## config.mk

```make
export PLATFORM = sky130hd
export DESIGN_NAME = qcpg_select
export DESIGN_NICKNAME = d
export VERILOG_FILES = /design/src/hw/rtl/qcpg_pkg.sv /design/src/hw/rtl/qcpg_select.sv
export SDC_FILE = /design/constraint.sdc
export NUM_CORES = 2
export LEC_CHECK = 0
export ABC_AREA = 1
export BUFFER_PORTS_ARGS = -buffer_cell sky130_fd_sc_hd__buf_2
export CAP_MARGIN = 5
export CORE_AREA = 2 2 438 440
export DETAILED_ROUTE_END_ITERATION = 10
export DIE_AREA = 0 0 440 442
export PLACE_DENSITY_LB_ADDON = 0.08
export SLEW_MARGIN = 5
export SYNTH_ARGS = -nofsm -noshare
export SYNTH_HDL_FRONTEND = slang
export SYNTH_SLANG_ARGS = --single-unit
```

## constraint.sdc

```tcl
create_clock -name clock -period 21.3 [get_ports clock]
set_clock_uncertainty 0.15 [all_clocks]
set_input_delay 2.13 -clock clock [delete_from_list [all_inputs] [get_ports clock]]
set_output_delay 2.13 -clock clock [all_outputs]
set_load 0.02 [all_outputs]
```

## src/hw/rtl/qcpg_pkg.sv

```systemverilog
// ----------------------------------------------------------------------------
// qcpg_pkg
// Shared types, widths and helper functions for the corner pair gap pipeline.
// ----------------------------------------------------------------------------
`default_nettype none

package qcpg_pkg;

   localparam int NUM_CORNERS = 4;
   localparam int CORNER_W    = 32;
   localparam int COORD_BITS  = 16;
   localparam int DIST_W      = 2 * COORD_BITS + 2;   // sum of two squared 17-bit diffs
   localparam int ROOT_W      = DIST_W / 2 + 1;       // one root bit per digit pair
   localparam int RAD_W       = 2 * ROOT_W;           // radicand padded to even width
   localparam int REM_W       = ROOT_W + 2;
   localparam int SQRT_STEPS  = 3;                    // root bits per stage
   localparam int SQRT_STAGES = ROOT_W / SQRT_STEPS;
   localparam int MEAN_W      = 17;
   localparam int NUM_PAIRS   = NUM_CORNERS * NUM_CORNERS;

   typedef logic [CORNER_W-1:0] corner_type;
   typedef logic [DIST_W-1:0]   dist_type;
   typedef logic [1:0]          idx_type;

   // squared distances plus the raw corners
   typedef struct packed {
      dist_type [NUM_PAIRS-1:0]     d;     // index {i, j}
      corner_type [NUM_CORNERS-1:0] a;
      corner_type [NUM_CORNERS-1:0] b;
   } dist_set_type;

   // per-row minimum, first column wins ties
   typedef struct packed {
      dist_type [NUM_CORNERS-1:0] row_min;
      idx_type [NUM_CORNERS-1:0]  row_j;
      dist_set_type               set;
   } row_set_type;

   // start rotations and reordered corners
   typedef struct packed {
      idx_type                      first_start;
      idx_type                      second_start;
      corner_type [NUM_CORNERS-1:0] first_ord;
      corner_type [NUM_CORNERS-1:0] second_ord;
   } meta_type;

   typedef struct packed {
      dist_type best;
      dist_type second;
      meta_type meta;
   } pick_type;

   // digit-by-digit square root state
   typedef struct packed {
      logic [RAD_W-1:0]  rad;
      logic [REM_W-1:0]  rem;
      logic [ROOT_W-1:0] root;
   } sqrt_type;

   typedef struct packed {
      sqrt_type lane_a;
      sqrt_type lane_b;
      meta_type meta;
   } root_set_type;

   // squared Euclidean distance of two packed points, x upper half, y lower
   function automatic dist_type sq_dist(input corner_type p, input corner_type q);
      logic signed [COORD_BITS:0]   dx;
      logic signed [COORD_BITS:0]   dy;
      logic signed [DIST_W-1:0]     sx;
      logic signed [DIST_W-1:0]     sy;
      dx = $signed({q[CORNER_W-1], q[CORNER_W-1:COORD_BITS]})
         - $signed({p[CORNER_W-1], p[CORNER_W-1:COORD_BITS]});
      dy = $signed({q[COORD_BITS-1], q[COORD_BITS-1:0]})
         - $signed({p[COORD_BITS-1], p[COORD_BITS-1:0]});
      sx = DIST_W'(dx) * DIST_W'(dx);
      sy = DIST_W'(dy) * DIST_W'(dy);
      return dist_type'(sx) + dist_type'(sy);
   endfunction

   // one root digit: bring down two radicand bits, try subtract
   function automatic sqrt_type sqrt_step(input sqrt_type s);
      logic [REM_W+1:0] rem2;
      logic [REM_W+1:0] trial;
      sqrt_type         n;
      rem2  = {s.rem, s.rad[RAD_W-1 -: 2]};
      trial = {2'b00, s.root, 2'b01};
      n.rad = {s.rad[RAD_W-3:0], 2'b00};
      if (rem2 >= trial) begin
         n.rem  = REM_W'(rem2 - trial);
         n.root = {s.root[ROOT_W-2:0], 1'b1};
      end else begin
         n.rem  = REM_W'(rem2);
         n.root = {s.root[ROOT_W-2:0], 1'b0};
      end
      return n;
   endfunction

endpackage

`default_nettype wire

```

## src/hw/rtl/qcpg_select.sv

```systemverilog
// ----------------------------------------------------------------------------
// qcpg_select
// Two stages: row minima, then global minimum, neighbor choice and reorder.
// ----------------------------------------------------------------------------
`default_nettype none

module qcpg_select import qcpg_pkg::*; (
   input  wire logic          clock,
   input  wire logic          reset,
   input  wire logic          in_valid,
   output      logic          in_ready,
   input  wire dist_set_type  in_set,
   output      logic          out_valid,
   input  wire logic          out_ready,
   output      pick_type      out_pick
);

   logic        row_valid_ff;
   row_set_type row_ff;
   row_set_type row_in;
   logic        row_ready;
   logic        pick_valid_ff;
   pick_type    pick_ff;
   pick_type    pick_in;

   assign row_ready = !pick_valid_ff || out_ready;
   assign in_ready  = !row_valid_ff || row_ready;
   assign out_valid = pick_valid_ff;
   assign out_pick  = pick_ff;

   // per-row minimum, strict less keeps the first column
   always_comb begin
      row_in.set = in_set;
      for (int i = 0; i < NUM_CORNERS; i++) begin
         row_in.row_min[i] = in_set.d[i*NUM_CORNERS];
         row_in.row_j[i]   = '0;
         for (int j = 1; j < NUM_CORNERS; j++) begin
            if (in_set.d[i*NUM_CORNERS+j] < row_in.row_min[i]) begin
               row_in.row_min[i] = in_set.d[i*NUM_CORNERS+j];
               row_in.row_j[i]   = idx_type'(j);
            end
         end
      end
   end

   // global minimum, diagonal neighbors, start rotations
   always_comb begin
      dist_type best;
      idx_type  bi;
      idx_type  bj;
      dist_type n0;
      dist_type n1;
      idx_type  fi;
      idx_type  sj;
      best = row_ff.row_min[0];
      bi   = '0;
      for (int i = 1; i < NUM_CORNERS; i++) begin
         if (row_ff.row_min[i] < best) begin
            best = row_ff.row_min[i];
            bi   = idx_type'(i);
         end
      end
      bj = row_ff.row_j[bi];
      n0 = row_ff.set.d[{idx_type'(bi - 2'd1), idx_type'(bj + 2'd1)}];
      n1 = row_ff.set.d[{idx_type'(bi + 2'd1), idx_type'(bj - 2'd1)}];
      // neighbor tie takes the second one
      if (n0 < n1) begin
         pick_in.second = n0;
         fi             = bi;
         sj             = bj;
      end else begin
         pick_in.second = n1;
         fi             = bi + 2'd1;
         sj             = bj - 2'd1;
      end
      pick_in.best              = best;
      pick_in.meta.first_start  = fi;
      pick_in.meta.second_start = sj + 2'd1;
      for (int k = 0; k < NUM_CORNERS; k++) begin
         pick_in.meta.first_ord[k]  = row_ff.set.a[idx_type'(fi + idx_type'(k))];
         pick_in.meta.second_ord[k] = row_ff.set.b[idx_type'(sj + 2'd1 + idx_type'(k))];
      end
   end

   always_ff @(posedge clock) begin
      if (reset) begin
         row_valid_ff  <= 1'b0;
         pick_valid_ff <= 1'b0;
      end else begin
         if (in_ready) begin
            row_valid_ff <= in_valid;
         end
         if (row_ready) begin
            pick_valid_ff <= row_valid_ff;
         end
      end
   end

   always_ff @(posedge clock) begin
      if (in_ready && in_valid) begin
         row_ff <= row_in;
      end
      if (row_ready && row_valid_ff) begin
         pick_ff <= pick_in;
      end
   end

   // the closest pair can never be farther than its chosen neighbor
   a_best_le_second: assert property (@(posedge clock) disable iff (reset)
      pick_valid_ff |-> (pick_ff.best <= pick_ff.second))
      else $error("closest pair exceeds neighbor distance");

endmodule

`default_nettype wire

```

==> results.cfg <==
[run_status]
outcome = completed

[logic_synthesis]
ys.flop_type = sky130_fd_sc_hd__edfxtp_1
number_of_enable_type_register_cells_in_the_synthesized_netlist = 1272
synth_seq_area_share = 0.538
most_common_library_cells_after_synthesis = sky130_fd_sc_hd__nand2_1 (2837), sky130_fd_sc_hd__edfxtp_1 (1272), sky130_fd_sc_hd__inv_1 (575), sky130_fd_sc_hd__o21ai_0 (553), sky130_fd_sc_hd__ha_1 (528)
synthMostInstantiatedCell = sky130_fd_sc_hd__nand2_1
synthTopCellsByArea = sky130_fd_sc_hd__edfxtp_1 (54%), sky130_fd_sc_hd__nand2_1 (15%), sky130_fd_sc_hd__ha_1 (9.3%), sky130_fd_sc_hd__o21ai_0 (3.9%), sky130_fd_sc_hd__a21oi_1 (3.7%)
syn-mean-instance-area_um2 = 9.19
ys_async_sr_fraction = 0
yosys.cell_types.count = 52
postSynthRegisterBits = 1274
netlist_area_um2 = 71100
synth_top_area_cell = sky130_fd_sc_hd__edfxtp_1
syn_inst = 7740
yosys_warning_count = 0
total_nets_after_synthesis = 9072
yosysTopAreaCellShare = 0.537

[cts]
path_clk_slew_ns = 0.06
ctsHtreeMaxLevel = 4
cts_hold_repair.buffers = 0
clk_root_buffer_cell = sky130_fd_sc_hd__clkbuf_16
cts_tree = built
clock_sink_count = 1274
worst_skew_pair.late_latency_ns = 0.83
cts_inserted_buffers = 154
cts_resized = 0
clockBufferDepth = 3
cts_setup_buffers = 0

[die]
placementRows = 160
die_x_um = 440
die_h_um = 442
area_enclosed_by_the_die_boundary_um2 = 194000
core_um2 = 190000
initial_core_util = 0.375
floorplan.io_pins = 1134

[worst_setup_path]
cp_num_buf_inv = 8
worst_r2r_startpoint = row_ff[845]
cp_max_fo = 72
setup.worst_path.start = row_ff[845]
data_required_time_of_the_worst_path_ns = 21.71
worst_path_largest_cell_delay_ns = 0.93
crit_top_cell = sky130_fd_sc_hd__nand2_1
cp-start-kind = flip-flop
worstSetupEndpointType = flip-flop
timing.setup.critical_path_class = reg2reg
critical-path-top-delay-family = simple AND/OR/NAND/NOR gates
timing.critical_path.slowest_stage_cell = sky130_fd_sc_hd__a221oi_1
crit_arrival_ns = 16.72

[placement]
place.port_buffers = 1133
placer_congestion_estimate = 0.950
detailed_place_hpwl_um = 243000
post_dp_area_um2 = 78800

[timing]
slew_margin_rel = 0.196
tightestPinTransition_ns = 1.20
rsz_0062_raised_after_global_routing = no
hold_viol = 0
finalSetupViolCount = 0
finalMaxSlewViolations = 0
tns_ns = 0
final_min_period_over_clock_period = 0.765
min_period_ns = 16.31
fmax_mhz = 61.3

[route]
vias_per_cell = 5.32
wl_per_cell_um = 27.0
dr.first_iter.drc_count = 5353
detail_route.drc_violations = 0
totalWireLength_um = 307000
detailroute.via_count = 60700
drt_pre_antenna_iters = 6
postRouteAntennaNets = 0

[grt]
first_global_vias = 56700
grt_remaining_overflow = 0
grt_use_total = 0.308
antenna_found_initial = 99
grt_first_pass_wirelength_um = 424000
maximum_number_of_pins_on_one_net_before_global_route_repair = 175

[layout]
ratio_of_cells_with_drive_above_1_in_the_final_layout = 0.173
area.growth.synth_to_final_pct = 17.8
final_net_count = 10100
final_non_filler_cell_area_um2 = 83800

[worst_hold_path]
min-delay-start = row_valid_ff
hp-class = reg2reg

[flow_run]
cap_violations = 0
[worst min-delay path: stages (launching register included)]
cell	delay [ns]
sky130_fd_sc_hd__dfxtp_1	0.31
sky130_fd_sc_hd__nand3_1	0.12
sky130_fd_sc_hd__a21oi_1	0.07
[final cells by class]
class | instances | area, um^2
Fill cell | 18400 | 106000
Sequential cell | 1274 | 38200
Multi-Input combinational cell | 5506 | 29000
Timing Repair Buffer | 1200 | 6240
Clock buffer | 186 | 3970
Tap cell | 2511 | 3140
Inverter | 582 | 2190
Clock inverter | 95 | 948
Antenna cell | 39 | 97.6
[final timing paths]
| path | end | slack (ns) | depth (start not counted) |
|---|---|---|---|
| hold / removal | row_valid_ff | 0.39 | 2 |
| hold reg to reg | row_valid_ff | 0.39 | 2 |
| setup / recovery | out_pick[49] | 4.99 | 55 |
| setup reg to reg | out_pick[49] | 4.99 | 55 |
[cell families after synthesis]
family	Yosys count	synth area share
muxes	19	0.00267
AOI/OAI and AO/OA	1324	0.104
and+or+nand+nor	3635	0.206
DFF	1274	0.538
buffers and inverters	960	0.0572
adders and majority gates	528	0.0929
[layer usage]
layer / wire, um / GRT usage / up-vias / share of wire
li1: - / - / 28600 / -
met1: 125000 / 0.391 / 29200 / 0.41
met2: 144000 / 0.502 / 2330 / 0.47
met3: 20300 / 0.0507 / 542 / 0.066
met4: 17600 / 0.159 / 44 / 0.057
met5: 270 / 0 / - / 0.00088
[cell usage in the layout (no fill, tap or decap), drive strengths merged, types with 19 or more instances in the layout]
cell        n
nor2      223
o221ai     27
clkbuf    186
a31oi      38
nor3       46
buf      1200
ha        528
o211ai     37
edfxtp   1272
nand4      55
diode      39
mux2i      19
nand3     375
clkinv     70
o2111ai    24
inv       587
o21ai     556
a211oi     40
a21oi     519
a221oi     44
nand2    2908
[stage by stage]
stage	worst slack, ns	std cells	hold WS [ns]	utilization
2_1_floorplan	2.17	7740	0.295	-
5_1_grt	3.89	11400	0.423	0.442
6_report	4.99	11400	0.388	0.442
3_3_place_gp	5.21	11100	0.354	0.416
4_1_cts	5.00	11400	0.385	0.441
3_5_place_dp	5.06	11100	0.373	0.416
[registers in the layout (all words and copies together) (netlist names)]
| register | cells |
|---|---|
| out_pick | 328 |
| out_valid | 1 |
| row_ff | 944 |
| row_valid_ff | 1 |
Power is left out: the tool's default activity adds up to more than one toggle a clock period on the data nets, which glitch-free logic cannot reach.
