$ cat src/hw/rtl/qcpg_pkg.sv
// ----------------------------------------------------------------------------
// qcpg_pkg
// Shared types, widths and helper functions for the corner pair gap pipeline.
// ----------------------------------------------------------------------------
`default_nettype none

package qcpg_pkg;

   localparam int NUM_CORNERS = 4;
   localparam int CORNER_W    = 32;
   localparam int COORD_BITS  = 16;
   localparam int DIST_W      = 2 * COORD_BITS + 2;   // sum of two squared 17-bit diffs
   localparam int ROOT_W      = DIST_W / 2 + 1;       // one root bit per digit pair
   localparam int RAD_W       = 2 * ROOT_W;           // radicand padded to even width
   localparam int REM_W       = ROOT_W + 2;
   localparam int SQRT_STEPS  = 3;                    // root bits per stage
   localparam int SQRT_STAGES = ROOT_W / SQRT_STEPS;
   localparam int MEAN_W      = 17;
   localparam int NUM_PAIRS   = NUM_CORNERS * NUM_CORNERS;

   typedef logic [CORNER_W-1:0] corner_type;
   typedef logic [DIST_W-1:0]   dist_type;
   typedef logic [1:0]          idx_type;

   // squared distances plus the raw corners
   typedef struct packed {
      dist_type [NUM_PAIRS-1:0]     d;     // index {i, j}
      corner_type [NUM_CORNERS-1:0] a;
      corner_type [NUM_CORNERS-1:0] b;
   } dist_set_type;

   // per-row minimum, first column wins ties
   typedef struct packed {
      dist_type [NUM_CORNERS-1:0] row_min;
      idx_type [NUM_CORNERS-1:0]  row_j;
      dist_set_type               set;
   } row_set_type;

   // start rotations and reordered corners
   typedef struct packed {
      idx_type                      first_start;
      idx_type                      second_start;
      corner_type [NUM_CORNERS-1:0] first_ord;
      corner_type [NUM_CORNERS-1:0] second_ord;
   } meta_type;

   typedef struct packed {
      dist_type best;
      dist_type second;
      meta_type meta;
   } pick_type;

   // digit-by-digit square root state
   typedef struct packed {
      logic [RAD_W-1:0]  rad;
      logic [REM_W-1:0]  rem;
      logic [ROOT_W-1:0] root;
   } sqrt_type;

   typedef struct packed {
      sqrt_type lane_a;
      sqrt_type lane_b;
      meta_type meta;
   } root_set_type;

   // squared Euclidean distance of two packed points, x upper half, y lower
   function automatic dist_type sq_dist(input corner_type p, input corner_type q);
      logic signed [COORD_BITS:0]   dx;
      logic signed [COORD_BITS:0]   dy;
      logic signed [DIST_W-1:0]     sx;
      logic signed [DIST_W-1:0]     sy;
      dx = $signed({q[CORNER_W-1], q[CORNER_W-1:COORD_BITS]})
         - $signed({p[CORNER_W-1], p[CORNER_W-1:COORD_BITS]});
      dy = $signed({q[COORD_BITS-1], q[COORD_BITS-1:0]})
         - $signed({p[COORD_BITS-1], p[COORD_BITS-1:0]});
      sx = DIST_W'(dx) * DIST_W'(dx);
      sy = DIST_W'(dy) * DIST_W'(dy);
      return dist_type'(sx) + dist_type'(sy);
   endfunction

   // one root digit: bring down two radicand bits, try subtract
   function automatic sqrt_type sqrt_step(input sqrt_type s);
      logic [REM_W+1:0] rem2;
      logic [REM_W+1:0] trial;
      sqrt_type         n;
      rem2  = {s.rem, s.rad[RAD_W-1 -: 2]};
      trial = {2'b00, s.root, 2'b01};
      n.rad = {s.rad[RAD_W-3:0], 2'b00};
      if (rem2 >= trial) begin
         n.rem  = REM_W'(rem2 - trial);
         n.root = {s.root[ROOT_W-2:0], 1'b1};
      end else begin
         n.rem  = REM_W'(rem2);
         n.root = {s.root[ROOT_W-2:0], 1'b0};
      end
      return n;
   endfunction

endpackage

`default_nettype wire

$ cat src/hw/rtl/qcpg_sqrt.sv
// ----------------------------------------------------------------------------
// qcpg_sqrt
// Pipelined integer square root of both chosen distances, several digits
// per stage; the corner metadata rides along.
// ----------------------------------------------------------------------------
`default_nettype none

module qcpg_sqrt import qcpg_pkg::*; (
   input  wire logic          clock,
   input  wire logic          reset,
   input  wire logic          in_valid,
   output      logic          in_ready,
   input  wire pick_type      in_pick,
   output      logic          out_valid,
   input  wire logic          out_ready,
   output      root_set_type  out_roots
);

   logic [SQRT_STAGES-1:0] valid_ff;
   logic [SQRT_STAGES-1:0] ready;
   root_set_type           stage_ff [SQRT_STAGES];
   root_set_type           stage_in [SQRT_STAGES];
   root_set_type           seed;

   // radicand loaded at the top, zero remainder and root
   always_comb begin
      seed.lane_a.rad  = RAD_W'(in_pick.best);
      seed.lane_a.rem  = '0;
      seed.lane_a.root = '0;
      seed.lane_b.rad  = RAD_W'(in_pick.second);
      seed.lane_b.rem  = '0;
      seed.lane_b.root = '0;
      seed.meta        = in_pick.meta;
   end

   for (genvar s = 0; s < SQRT_STAGES; s++) begin : g_stage
      root_set_type src;
      logic         src_valid;

      if (s == 0) begin : g_first
         assign src       = seed;
         assign src_valid = in_valid;
      end else begin : g_next
         assign src       = stage_ff[s-1];
         assign src_valid = valid_ff[s-1];
      end

      if (s == SQRT_STAGES - 1) begin : g_last
         assign ready[s] = !valid_ff[s] || out_ready;
      end else begin : g_mid
         assign ready[s] = !valid_ff[s] || ready[s+1];
      end

      // a few root digits per stage for both lanes
      always_comb begin
         stage_in[s] = src;
         for (int k = 0; k < SQRT_STEPS; k++) begin
            stage_in[s].lane_a = sqrt_step(stage_in[s].lane_a);
            stage_in[s].lane_b = sqrt_step(stage_in[s].lane_b);
         end
      end

      always_ff @(posedge clock) begin
         if (reset) begin
            valid_ff[s] <= 1'b0;
         end else if (ready[s]) begin
            valid_ff[s] <= src_valid;
         end
      end

      always_ff @(posedge clock) begin
         if (ready[s] && src_valid) begin
            stage_ff[s] <= stage_in[s];
         end
      end
   end

   assign in_ready  = ready[0];
   assign out_valid = valid_ff[SQRT_STAGES-1];
   assign out_roots = stage_ff[SQRT_STAGES-1];

   // a finished root leaves a remainder of at most twice the root
   a_rem_bound: assert property (@(posedge clock) disable iff (reset)
      out_valid |-> ((REM_W+1)'(out_roots.lane_a.rem) <= {out_roots.lane_a.root, 1'b0}) &&
                    ((REM_W+1)'(out_roots.lane_b.rem) <= {out_roots.lane_b.root, 1'b0}))
      else $error("square root remainder out of range");

endmodule

`default_nettype wire

$ cat config.mk
export PLATFORM = sky130hd
export DESIGN_NAME = qcpg_sqrt
export DESIGN_NICKNAME = d
export VERILOG_FILES = /design/src/hw/rtl/qcpg_pkg.sv /design/src/hw/rtl/qcpg_sqrt.sv
export SDC_FILE = /design/constraint.sdc
export NUM_CORES = 2
export LEC_CHECK = 0
export ABC_AREA = 1
export BUFFER_PORTS_ARGS = -buffer_cell sky130_fd_sc_hd__buf_4
export CORE_ASPECT_RATIO = 1.5
export CORE_MARGIN = 2
export CORE_UTILIZATION = 50
export CTS_BUF_LIST = sky130_fd_sc_hd__clkbuf_16
export DETAILED_ROUTE_END_ITERATION = 12
export HOLD_SLACK_MARGIN = 0.12
export PLACE_DENSITY_LB_ADDON = 0.05
export SLEW_MARGIN = 30
export SYNTH_ARGS = -nofsm -noshare
export SYNTH_HDL_FRONTEND = slang
export SYNTH_SLANG_ARGS = --single-unit
$ cat constraint.sdc
create_clock -name clock -period 28 [get_ports clock]
set_input_delay 4.2 -clock clock [delete_from_list [all_inputs] [get_ports clock]]
set_output_delay 4.2 -clock clock [all_outputs]
set_load 0.05 [all_outputs]
==> metrics <==
status finished, final reports clean; initial antenna violation count 11; synthesis-stage register bit count 2,080; root buffer cell clkbuf_16; skew final 64.7 ps; Slew Limit Fails 0; Skew-Pair Late Insertion Delay between 800 and 900 ps; syn avg cell area roughly 12 sq um; cell row count 194; Reg clk slew, reported paths 60 ps; clk buf depth 4; share of layout cells above drive strength 1 13.1%; die width about 360 um; CTS resizes 0; cell count after synthesis 8,063; CP arrival 5980 ps; Max Fclk 0.0982 GHz; clock sinks 2,080; Rel. slew slack a little over a third; startpoint types input pin; vias in the first global route 60,798; P per Cell Area 63.6 nW/um^2; crit path cell chain buf_4 -> nor2_1 -> inv_1 -> nor2_1 -> inv_1 -> nor2_1 -> inv_1 -> nor2_1 -> inv_1 -> nor2_1 -> nand2_1 -> buf_4; Post-CTS Setup Inserts 0; Crit Path Category in2out; Post-Syn Area slightly above 90,000 sq um; ys flop type edfxtp_1; Worst Tran Pin Value approximately 960 ps; CP top delay family simple AND/OR/NAND/NOR gates; drt drc 0; Starting DRT DRC Count 3,507; RSZ-0062 raised after global routing no; Avg WL per Cell 19.6 um; Ports 742; Detail Route Antenna Nets 0; Hold/Removal Path Class reg2reg; setup TNS 0 ps; hpwl dp about 170,000 um; number of synthesized flops with an enable pin 2,074; via count ~60,000; core region area 186,000 sq um; H-Tree Depth 4; Crit path largest cell delay approximately 280 ps; Initial Utilization 50.2%; Data required, critical path 23,800 ps; Bufs and invs on worst path 6; Tmin final roughly 10,000 ps; Max Cap Viol 0; Ys Warns 0; # port buffers 667; first-pass GRT wire length 342,000 um; sequential area share after synthesis 67.0%; CTS tree built; Async SR Flop Fraction 0%; worst-path maximum fanout 3; final wirelength 226,000 um; GRT Util Overall 23.6%; most used cell, CP nor2_1; Pleak 0.0429 uW; fin nets around 9,600; synth unique cells 68; CTS Buf Count 191; CP max stage cell nor2_1; die area 190,000 sq um; hold buffers post-CTS 0; DP Worst Slack 17,860 ps; VDD IR-drop max 0.0703 mV; final setup fails 0; Vias/cell approximately 5.2; gpl congestion 0.934; grt ovf 0; largest net degree at the start of global routing between 100 and 150; final hold violations 0; worst setup margin ~18,000 ps; drt first pass iters 8; Syn-to-layout area delta 14.8%; Worst setup EP type primary output; Die Ht 533 um; final worst-path cycle share 36.4%
==> per-layer routing <==
layer	part of all wire [%]	track usage, %
met5	0.024	0
met4	5.6	12.1
met3	4.2	3.63
met2	55	45.1
met1	36	24.3
==> through the flow <==
| stage | util, % | cell area, sq um | power [uW] | hold WS (ps) | instances |
|---|---|---|---|---|---|
| after detailed placement | 54.3 | 101000 | 4340 | 405 | 11151 |
| after CTS | 57.6 | 107000 | 6880 | 382 | 11491 |
| after global placement | 54.3 | 101000 | 4330 | 400 | 11151 |
| after global routing | 57.6 | 107000 | 7080 | 378 | 11494 |
| final | 57.6 | 107000 | 6800 | 378 | 11497 |
| after floorplan | - | 93500 | 4170 | 400 | 8139 |
==> power by group <==
| part | switching (uW) | internal (uW) | total [uW] |
|---|---|---|---|
| Combinational | 489 | 230 | 719 |
| Clock | 1110 | 1410 | 2520 |
| Sequential | 34.5 | 3530 | 3560 |
| Total | 1630 | 5170 | 6800 |
==> layout by cell type, fill, tap and decap left out, types with 17 or more instances in the layout <==
cell type | Yosys | routed
nand3b_1 | 35 | 35
o21bai_1 | 26 | 26
o21a_1 | 22 | 22
o21ai_0 | 369 | 368
a21oi_1 | 362 | 362
clkinv_2 | 0 | 34
nand2_2 | 28 | 28
a21o_1 | 18 | 18
nand3_1 | 447 | 447
ha_1 | 338 | 338
nand3_2 | 20 | 20
edfxtp_1 | 2074 | 2074
conb_1 | 2 | 78
o21ai_1 | 32 | 33
clkbuf_16 | 0 | 192
nor2_2 | 38 | 38
bufinv_16 | 0 | 17
or2_2 | 17 | 17
buf_4 | 90 | 703
nor3_1 | 70 | 70
clkinv_1 | 5 | 36
xor2_1 | 200 | 200
nand4_1 | 106 | 106
inv_1 | 824 | 855
nor4_1 | 20 | 20
xnor2_1 | 110 | 110
a31oi_1 | 20 | 20
inv_2 | 35 | 35
nor2_1 | 634 | 631
nand2_1 | 1925 | 1925
==> state kept, by name (all words and copies together), names as in the netlist <==
signal             count
stage_ff            2074
out_valid              1
g_stage.src_valid      5
==> synthesized netlist by cell type (22+ instances only) <==
| library cell | instances | area [sq um] |
|---|---|---|
| a21oi_1 | 362 | 1810 |
| buf_4 | 90 | 676 |
| clkbuf_1 | 22 | 82.6 |
| edfxtp_1 | 2074 | 62300 |
| ha_1 | 338 | 4230 |
| inv_1 | 824 | 3090 |
| inv_2 | 35 | 131 |
| nand2_1 | 1925 | 7230 |
| nand2_2 | 28 | 175 |
| nand3_1 | 447 | 2240 |
| nand3b_1 | 35 | 263 |
| nand4_1 | 106 | 663 |
| nor2_1 | 634 | 2380 |
| nor2_2 | 38 | 238 |
| nor3_1 | 70 | 350 |
| o21a_1 | 22 | 165 |
| o21ai_0 | 369 | 1850 |
| o21ai_1 | 32 | 160 |
| o21bai_1 | 26 | 195 |
| xnor2_1 | 110 | 963 |
| xor2_1 | 200 | 1750 |
==> worst reg2reg max path: cells and delay by family, from the launching register on <==
| family | cells | cell delay, ps |
|---|---|---|
| AOI/OAI and AO/OA | 5 | 1440 |
| buffers and inverters | 7 | 2130 |
| DFF | 1 | 380 |
| and+or+nand+nor | 16 | 2660 |
| adders and majority gates | 3 | 1110 |
==> cell families (layout without fill, tap and decap cells) <==
kind of cell | after synthesis | after routing | share of synthesized area [%]
AOI/OAI and AO/OA | 921 | 921 | 5.43
DFF | 2080 | 2080 | 67.0
adders and majority gates | 338 | 338 | 4.54
buffers and inverters | 1010 | 1912 | 4.59
other | 2 | 84 | 0.00806
muxes | 1 | 1 | 0.0107
xor gates and xnor gates | 312 | 312 | 2.95
and+or+nand+nor | 3399 | 3399 | 15.5
==> layout make-up <==
class,instances,area [sq um]
diodes,6,15.0
inverters,865,3270
clock buffers,192,4800
flip-flops and latches,2080,62400
fillers,15482,78700
repair buffers,707,5340
multi-input cells,5049,26800
well taps,2450,3070
clock inverters,148,1240
==> final timing paths <==
kind,start,endpoint,slack (ps),cells after the start
min,stage_ff[0][169],stage_ff[1][169],380,0
max,out_ready,in_ready,17820,12
min reg2reg,stage_ff[0][169],stage_ff[1][169],380,0
max reg2reg,stage_ff[4][263],stage_ff[5][279],20030,31
(Power assumes the default switching activity.)
